<file path="config.mk">
export PLATFORM = sky130hd
export DESIGN_NAME = scfl_ram
export DESIGN_NICKNAME = d
export VERILOG_FILES = /design/src/rtl/scfl_ram.sv
export SDC_FILE = /design/constraint.sdc
export NUM_CORES = 1
export LEC_CHECK = 0
export BUFFER_PORTS_ARGS = -buffer_cell sky130_fd_sc_hd__buf_2
export CAP_MARGIN = 25
export CORE_MARGIN = 1.5
export CORE_UTILIZATION = 40
export DETAILED_ROUTE_END_ITERATION = 16
export PLACE_DENSITY = 0.66
export SYNTH_ARGS = -nofsm -noshare
export SYNTH_HDL_FRONTEND = slang
export SYNTH_SLANG_ARGS = --single-unit
</file>
<file path="constraint.sdc">
create_clock -name clk -period 2.8 [get_ports clk]
set_clock_uncertainty 0.2 [all_clocks]
set_input_delay 0.56 -clock clk [delete_from_list [all_inputs] [get_ports clk]]
set_output_delay 0.56 -clock clk [all_outputs]
set_load 0.01 [all_outputs]
</file>
<file path="src/rtl/scfl_ram.sv">
module scfl_ram #(
  parameter int unsigned WIDTH = 8,
  parameter int unsigned DEPTH = 16
) (
  input  logic                     clk,
  input  logic                     we,
  input  logic [$clog2(DEPTH)-1:0] waddr,
  input  logic [WIDTH-1:0]         wdata,
  input  logic [$clog2(DEPTH)-1:0] raddr,
  output logic [WIDTH-1:0]         rdata
);
  logic [WIDTH-1:0] mem [DEPTH];

  always_ff @(posedge clk) begin
    if (we) mem[waddr] <= wdata;
    rdata <= mem[raddr];
  end
endmodule

</file>
==> results of run 1 <==
cell usage after synthesis (3+ instances only):
library cell | instances | area share [%]
nor3_1 | 4 | 0.39
buf_6 | 3 | 0.66
nor2_1 | 13 | 0.95
dfxtp_1 | 8 | 3.1
edfxtp_1 | 128 | 75
clkdlybuf4s25_2 | 3 | 0.58
mux4_2 | 18 | 7.9
nand2_1 | 9 | 0.66
buf_2 | 3 | 0.29
a22oi_1 | 16 | 2.3
mux4_1 | 14 | 7.1
power by group through the flow:
stage | Sequential [W] | Clock, W | Combinational, W
2_1_floorplan | 0.00233 | 0 | 0.000116
3_3_place_gp | 0.00233 | 0 | 0.000210
3_5_place_dp | 0.00233 | 0 | 0.000215
4_1_cts | 0.00229 | 0.00241 | 0.000215
5_1_grt | 0.00229 | 0.00249 | 0.000230
6_report | 0.00229 | 0.00239 | 0.000213
logic make-up (layout without fill, tap and decap cells):
family,after synthesis,count (layout),share of synthesized area [%]
AOI/OAI and AO/OA,16,16,2.33
buffers and inverters,10,75,1.68
and+or+nand+nor,35,35,3.18
muxes,32,32,15.0
DFF,136,136,77.8
worst min-delay path by stage:
stage | to | slack, ps | cells after the start
global route | mem[9][3] | 330 | 1
global placement | rdata[7] | 460 | 3
CTS | mem[8][4] | 320 | 1
finish | mem[6][5] | 330 | 1
floorplan | rdata[0] | 430 | 3
detailed placement | rdata[1] | 470 | 3
area by class of cell:
type	count	area share, %
timing repair buffer	43	4.60
sequential	136	64.5
tap	172	3.47
multi-input combinational	83	17.0
clock inverter	13	3.08
clock buffer	19	7.30
routing by layer:
metal / wire, um / GRT usage, %
met2: 4720 / 24.0
met5: 0 / 0
met1: 4330 / 22.2
met4: 112 / 7.48
met3: 766 / 5.09
worst max-delay path: cells and delay by family:
kind	cells	cell delay [ps]
mux	1	580
simple gates	1	80
buf+inv	2	350
compound gates	1	320
sequential cells by signal, indices dropped and copies added (netlist names):
signal,count
mem,128
rdata,8
metrics by stage:
step | utilization, % | hold slack (ps) | power, W | setup slack, ps | std cells
floorplan | - | 429 | 0.00245 | 547 | 229
global placement | 44.3 | 458 | 0.00254 | 533 | 434
detailed placement | 44.3 | 465 | 0.00255 | 548 | 434
CTS | 49.4 | 322 | 0.00491 | 990 | 466
global route | 49.4 | 331 | 0.00501 | 904 | 466
finish | 49.4 | 332 | 0.00489 | 993 | 466
==> metrics, run 1 <==
clock buffer count from CTS 17; CP max stage delay 580 ps; crit path DAT 1900 ps; worst-path fanout max 32; CORE AREA 12,600 um^2; Reg area 4000 um^2; CTS Root Cell clkbuf_16; ANT nets after route 0; Yosys cell types 19; YS warnings 0; CTS resizes 0; syn nets 247; Pint 0.00391 W; dpl hpwl 6220 um; MaxCap Viol Count 0; Placer Congestion 0.745; CTS Sinks 136; Worst EP required 2900 ps; worst reg2reg endpoint rdata[1]; final setup fails 0; global-route wire length before repair 14,900 um; Clock power frac 48.8%; dpl cell area 5560 um^2; Remaining DRCs 0; drt wl/cell 21.3 um; R2R setup slack 1250 ps; # hold bufs at CTS 0; P_sw 0.000976 W; CP Launch Point raddr[0]; via count 2,388; Reg2Reg Launch Point mem[9][1]; H-tree depth 4; setup repair after global routing missed its margin false; Leak 2.11 nW; vias in the first global route 2,522; CP Launch Type input port; cells along the critical path buf_2 > buf_12 > mux4_1 > a22oi_1 > nand2_1; fin. max-slew vios 0; Sw Share 20.0%; Seq pwr share 46.8%; Die Wd 116 um; fmax 554 MHz; fin crit period 1810 ps; layout cells sized above 1 32.0%; Crit-path slowest cell mux4_1; # rows 41; fin area 6210 um^2; commonest cells after routing, fill and taps aside edfxtp_1 (128), buf_2 (25), mux4_2 (18); Synth Area per Inst 22.5 um^2; Worst-path clk slew 60 ps; Post-CTS Setup Inserts 0; fin crit share 64.5%; Tot GR Track Use 16.2%; initial antenna violation count 0; most common cell after layout, fill and taps aside edfxtp_1; endpoints failing hold 0; Mapped Cells 229; Port Buffers 25; Combinational Power Share 4.3%; synth-to-layout area growth 20.6%; Starting Density 41.0%; via density per instance 5.12; gr ovfl total 0; setup TNS 0 ps; die area 13,600 um^2; Post-synth EDFFs 128; Clock Latency Late Sink 410 ps; Peak supply drop 0.430 mV; io pins 26; fill count 994; Hold WC Path Type input port to register; Power Density 788 nW/um^2; Seq/Total Area, Yosys 77.8%; CP endpoint rdata[1]; Antenna diodes 0; TritonCTS clock tree done; Synth Register Bits 136; Nets 299; worst hold start wdata[5]; worst rel slew slack 44.8%; Post-Syn Area 5150 um^2; async set-reset flop share out of synthesis 0%; Clock Tree Buf Depth 2; DRT iter0 DRCs 189; crit path kind input port to register; Total Wirelength 9930 um; DRT Pass-1 Iters 4; chip height 116 um; largest net degree at the start of global routing 33; Worst Setup End Kind register; top_reg_cell synth edfxtp_1; multi-input logic area 1060 um^2; Worst Tran Pin Value 827 ps; Worst Reg2Reg Path Length in Cells 3; status complete, no violations
No activity file was read; power rests on OpenSTA's default activity.
==> run 2, diff against run 1 <==
==> constraint.sdc (replaced) <==
create_clock -name clk -period 1.9 [get_ports clk]
set_clock_uncertainty 0.2 [all_clocks]
set_input_delay 0.38 -clock clk [delete_from_list [all_inputs] [get_ports clk]]
set_output_delay 0.38 -clock clk [all_outputs]
set_load 0.01 [all_outputs]
==> run 2 against run 1 <==
Effect of this change: non-clock buffer count grew 4; via count grew 1.9%; combinational power grew 52%; power grew 48%; critical path type unchanged; largest cell class unchanged.
==> metrics, run 2 (same netlist as run 1, synthesis figures left out) <==
Reg area 4000 um^2 (unchanged); dpl hpwl 6230 um (was 6220 um); Antenna diodes 0 (unchanged); MaxCap Viol Count 0 (unchanged); Finished Core Util 49.9% (was 49.4%); Leak 2.14 nW (was 2.11 nW); most common cell after layout, fill and taps aside edfxtp_1 (unchanged); status complete, no violations (unchanged); Worst EP required 1990 ps (was 2900 ps); CTS Sinks 136 (unchanged); Worst Reg2Reg Path Length in Cells 3 (unchanged); Peak supply drop 0.920 mV (was 0.430 mV); fin crit share 88.3%; Starting Density 41.0% (unchanged); dpl cell area 5620 um^2 (was 5560 um^2); CP Launch Point raddr[0] (unchanged); setup TNS 0 ps (unchanged); TritonCTS clock tree done (unchanged); H-tree depth 4 (unchanged); CTS resizes 0 (unchanged); final hold slack 156 ps (was 332 ps); multi-input logic area 1060 um^2 (about the same); gr ovfl total 0 (unchanged); ANT nets after route 0 (unchanged); endpoints failing hold 0 (unchanged); layout cells sized above 1 32.9% (was 32.0%); Worst Setup End Kind register (unchanged); CP top delay family multiplexers (unchanged); chip height 116 um (unchanged); Buf/Inv on CP 2 (unchanged); commonest cells after routing, fill and taps aside edfxtp_1 (128), buf_2 (25), mux4_2 (18), buf_4 (18), clkbuf_16 (17) (was edfxtp_1 (128), buf_2 (25), mux4_2 (18)); clock buffer count from CTS 17 (unchanged); R2R setup slack 300 ps (was 1250 ps); CP max stage delay 570 ps (was 580 ps); setup repair after global routing missed its margin false (unchanged); crit path DAT 1770 ps (was 1900 ps); Largest register FFs 128 (unchanged); fill count 998 (was 994); Clock Tree Buf Depth 2 (unchanged); # hold bufs at CTS 0 (unchanged); Clock Latency Late Sink 410 ps (about the same); Nets 303 (was 299); Worst Tran Pin Value 783 ps (was 827 ps); DRT iter0 DRCs 281 (was 189); worst-path fanout max 16 (was 32); Hold WC Path Type input port to register (unchanged); cells along the critical path buf_2 > buf_12 > mux4_1 > a22oi_1 > nand2_1 (unchanged); fmax 596 MHz; Total Power 0.00724 W (was 0.00489 W); CP endpoint rdata[3] (was rdata[1]); CP Launch Type input port (unchanged); vias in the first global route 2,550 (was 2,522); Die Wd 116 um (unchanged); largest net degree at the start of global routing 19 (was 33); initial antenna violation count 0 (unchanged); Remaining DRCs 0 (unchanged); Total Wirelength 9700 um (was 9930 um); Post-CTS Setup Inserts 0 (unchanged); final setup fails 0 (unchanged); global-route wire length before repair 14,900 um (about the same); Largest Register mem (unchanged); io pins 26 (unchanged); crit path kind input port to register (unchanged); DRT Pass-1 Iters 4 (unchanged); # rows 41 (unchanged); Reg2Reg Launch Point mem[2][3] (was mem[9][1]); worst reg2reg endpoint rdata[3] (was rdata[1]); Placer Congestion 0.704 (was 0.745); Port Buffers 25 (unchanged); fin crit period 1680 ps; fin area 6270 um^2 (was 6210 um^2); CORE AREA 12,600 um^2 (unchanged); Critical Path Stages 5 (unchanged); via count 2,433 (was 2,388); CTS Root Cell clkbuf_16 (unchanged); fin. max-slew vios 0 (unchanged); Worst-path clk slew 60 ps (about the same); worst rel slew slack 47.7% (was 44.8%); drt wl/cell 20.6 um (was 21.3 um); die area 13,600 um^2 (unchanged); synth-to-layout area growth 21.8% (was 20.6%); Crit-path slowest cell mux4_1 (unchanged); Power Density 1150 nW/um^2 (was 788 nW/um^2); via density per instance 5.18 (was 5.12); biggest regs mem (128), rdata (8) (unchanged); Tot GR Track Use 16.1% (was 16.2%)
==> run 2: cell types whose count changed in the layout (fill, tap and decap cells not counted), sizes merged <==
cell      delta
buf          +4
bufinv       +1
clkbuf       -1
clkinv       +1
clkinvlp     -2
inv          +1
==> run 2: metal layers <==
layer / vias to the layer above / track usage, % / wire length [um]
li1: 1091 / - / -
met1: 1261 / 19.3 / 4080
met2: 68 / 28.1 / 5050
met3: 13 / 3.84 / 428
met4: 0 / 6.59 / 144
met5: - / 0 / 0
==> run 2: report_power, final <==
| part | internal [W] | switching, W | total [W] |
|---|---|---|---|
| Sequential | 0.00335 | 0.0000188 | 0.00337 |
| Clock | 0.00234 | 0.00120 | 0.00354 |
| Combinational | 0.000145 | 0.000178 | 0.000323 |
| Total | 0.00584 | 0.00140 | 0.00724 |
==> run 2: worst min path at each step <==
stage | slack (ps) | depth (start not counted) | end | from
after floorplan | 280 | 0 | mem[0][0] | wdata[0]
after global placement | 450 | 3 | rdata[2] | mem[15][2]
after detailed placement | 450 | 3 | rdata[7] | mem[15][7]
after CTS | 150 | 1 | mem[12][1] | wdata[1]
after global routing | 160 | 1 | mem[15][1] | wdata[1]
final | 160 | 1 | mem[15][1] | wdata[1]
==> run 2: through the flow <==
stage | worst slack [ps] | std cells
6_report | 222 | 470
5_1_grt | 165 | 470
4_1_cts | 230 | 470
3_5_place_dp | -199 | 438
3_3_place_gp | -154 | 438
2_1_floorplan | 53.9 | 229
==> run 2: cell type report <==
type / instances / area share [%]
Sequential cell: 136 / 63.8
Multi-Input combinational cell: 83 / 16.9
Clock buffer: 18 / 6.84
Timing Repair Buffer: 47 / 5.43
Clock inverter: 14 / 3.51
Tap cell: 172 / 3.43
==> run 3, diff against run 2 <==
==> config.mk (replaced) <==
export PLATFORM = sky130hd
export DESIGN_NAME = scfl_ram
export DESIGN_NICKNAME = d
export VERILOG_FILES = /design/src/rtl/scfl_ram.sv
export SDC_FILE = /design/constraint.sdc
export NUM_CORES = 1
export LEC_CHECK = 0
export CAP_MARGIN = 25
export CORE_MARGIN = 1.5
export CORE_UTILIZATION = 40
export DETAILED_ROUTE_END_ITERATION = 16
export DONT_BUFFER_PORTS = 1
export PLACE_DENSITY = 0.64
export SYNTH_ARGS = -nofsm -noshare
export SYNTH_HDL_FRONTEND = slang
export SYNTH_SLANG_ARGS = --single-unit
==> run 3 against run 2 <==
Effect of this change: utilization down 0.41 points; first-iteration DRC count down 15%; sequential power about the same; via count down 3.0%; power up 4.0%; sequential share of layout area up 0.53 points; non-clock buffer count down 19; fmax up 1.4%; combinational power down 27%; die area unchanged.
==> metrics, run 3 (same netlist as run 1, synthesis figures left out) <==
Tot GR Track Use 16.1% (about the same); multi-input logic area 1060 um^2 (unchanged); commonest cells after routing, fill and taps aside edfxtp_1 (128), buf_4 (20), mux4_2 (18) (was edfxtp_1 (128), buf_2 (25), mux4_2 (18), buf_4 (18), clkbuf_16 (17)); clock buffer count from CTS 17 (unchanged); Crit-path slowest cell mux4_1 (unchanged); Seq pwr share 45.0% (was 46.6%); post-place setup slack 130 ps (was -199 ps); Worst-path clk slew 60 ps (about the same); Total Wirelength 9960 um (was 9700 um); Placer Congestion 0.745 (was 0.704); Clock Tree Buf Depth 2 (unchanged); gr ovfl total 0 (unchanged); Power Density 1210 nW/um^2 (was 1150 nW/um^2); CORE AREA 12,600 um^2 (unchanged); crit path DAT 1730 ps (was 1770 ps); Clock Latency Late Sink 410 ps (about the same); dpl hpwl 6130 um (was 6230 um); Post-CTS Setup Inserts 0 (unchanged); GR Layer Usage met1 21.4% (was 19.3%); fin crit period 1660 ps (was 1680 ps); CTS Sinks 136 (unchanged); final setup fails 0 (unchanged); setup slack after layout 245 ps (was 222 ps); Remaining DRCs 0 (unchanged); final hold slack 82.3 ps (was 156 ps); # rows 41 (unchanged); H-tree depth 4 (unchanged); Nets 284 (was 303); Worst EP required 1980 ps (was 1990 ps); Hold WC Path Type input port to register (unchanged); Worst Tran Pin Value 657 ps (was 783 ps); DRT Pass-1 Iters 4 (unchanged); GR Util met3 4.67% (was 3.84%); endpoints failing hold 0 (unchanged); Worst Setup End Kind register (unchanged); global-route wire length before repair 14,800 um (was 14,900 um); crit path kind register to register (was input port to register); Leak 2.08 nW (was 2.14 nW); via density per instance 5.23 (was 5.18); Peak supply drop 0.637 mV (was 0.920 mV); Sw Share 17.7% (was 19.3%); drt wl/cell 22.1 um (was 20.6 um); vias in the first global route 2,478 (was 2,550); fin. max-slew vios 0 (unchanged); CP Launch Type register (was input port); synth-to-layout area growth 20.8% (was 21.8%); Largest Register mem (unchanged); TritonCTS clock tree done (unchanged); initial antenna violation count 0 (unchanged); setup repair after global routing missed its margin false (unchanged); most common cell after layout, fill and taps aside edfxtp_1 (unchanged); fmax 604 MHz (was 596 MHz); Largest register FFs 128 (unchanged); die area 13,600 um^2 (unchanged); via count 2,359 (was 2,433); met2 usage 25.7% (was 28.1%); chip height 116 um (unchanged); Pint 0.00619 W (was 0.00584 W); cells along the critical path mux4_1 > a22oi_1 > nand2_1 (was buf_2 > buf_12 > mux4_1 > a22oi_1 > nand2_1); Combinational Power Share 3.1% (was 4.5%); most used routing layer met2 (unchanged); fill count 993 (was 998); layout cells sized above 1 25.1% (was 32.9%); Starting Density 41.0% (unchanged); largest net degree at the start of global routing 33 (was 19); Reg area 4000 um^2 (unchanged); CTS Root Cell clkbuf_16 (unchanged); setup TNS 0 ps (unchanged); CP top delay family multiplexers (unchanged); CP max stage delay 510 ps (was 570 ps); MaxCap Viol Count 0 (unchanged); status complete, no violations (unchanged); Die Wd 116 um (unchanged); worst-path fanout max 1 (was 16); Buf/Inv on CP 0 (was 2); biggest regs mem (128), rdata (8) (unchanged); DRT iter0 DRCs 238 (was 281); Antenna diodes 0 (unchanged); P_sw 0.00134 W (was 0.00140 W); Port Buffers 0 (was 25); io pins 26 (unchanged); Clock power frac 51.9% (was 48.9%); ANT nets after route 0 (unchanged); fin crit share 87.1% (was 88.3%); Finished Core Util 49.5% (was 49.9%); worst rel slew slack 56.0% (was 47.7%); Total Power 0.00753 W (was 0.00724 W)
[run 3: cell types whose count changed in the layout (fill, tap and decap cells not counted), sizes merged]
cell,change
bufinv,+3
inv,-3
clkinv,-1
dlygate4sd3,+8
buf,-27
clkbuf,+1
[run 3: final cells by class]
type	instances	area share, %
sequential	136	64.4
timing repair buffer	28	3.70
tap	172	3.46
clock inverter	13	4.43
clock buffer	19	6.96
multi-input combinational	83	17.1
[run 3: worst register-to-register path, cell delays in order, from the launching register on]
cell and delay (ps):
edfxtp_1 380, mux4_1 510, a22oi_1 310, nand2_1 120
[run 3: metal layers]
metal	wire length, um	vias up
met5	0	-
met4	152	0
met3	529	10
met2	4930	65
met1	4340	1236
li1	-	1048
[run 3: repair_timing]
| item | CTS | global route |
|---|---|---|
| resized for setup | 0 | 0 |
| endpoints found under the hold margin | 128 | 0 |
| hold buffers | 8 | 0 |
[run 3: worst paths after layout]
path                                 start  cells after the start  slack (ps)        to
worst max-delay path             mem[0][0]                      3         240  rdata[0]
worst min-delay path              raddr[1]                      3          80  rdata[7]
worst max register to register   mem[0][0]                      3         240  rdata[0]
worst min register to register  mem[14][7]                      3         460  rdata[7]
[run 3: metrics by stage]
stage,area (um^2),std cells
finish,6220,451
global route,6220,451
CTS,6220,451
detailed placement,5430,411
global placement,5430,411
floorplan,5150,229
[run 3: power groups by stage]
stage | clock network, W | logic (W) | registers, W
finish | 0.00391 | 0.000237 | 0.00339
detailed placement | 0 | 0.000186 | 0.00345
global route | 0.00407 | 0.000256 | 0.00339
CTS | 0.00396 | 0.000242 | 0.00339
floorplan | 0 | 0.000171 | 0.00344
global placement | 0 | 0.000185 | 0.00345
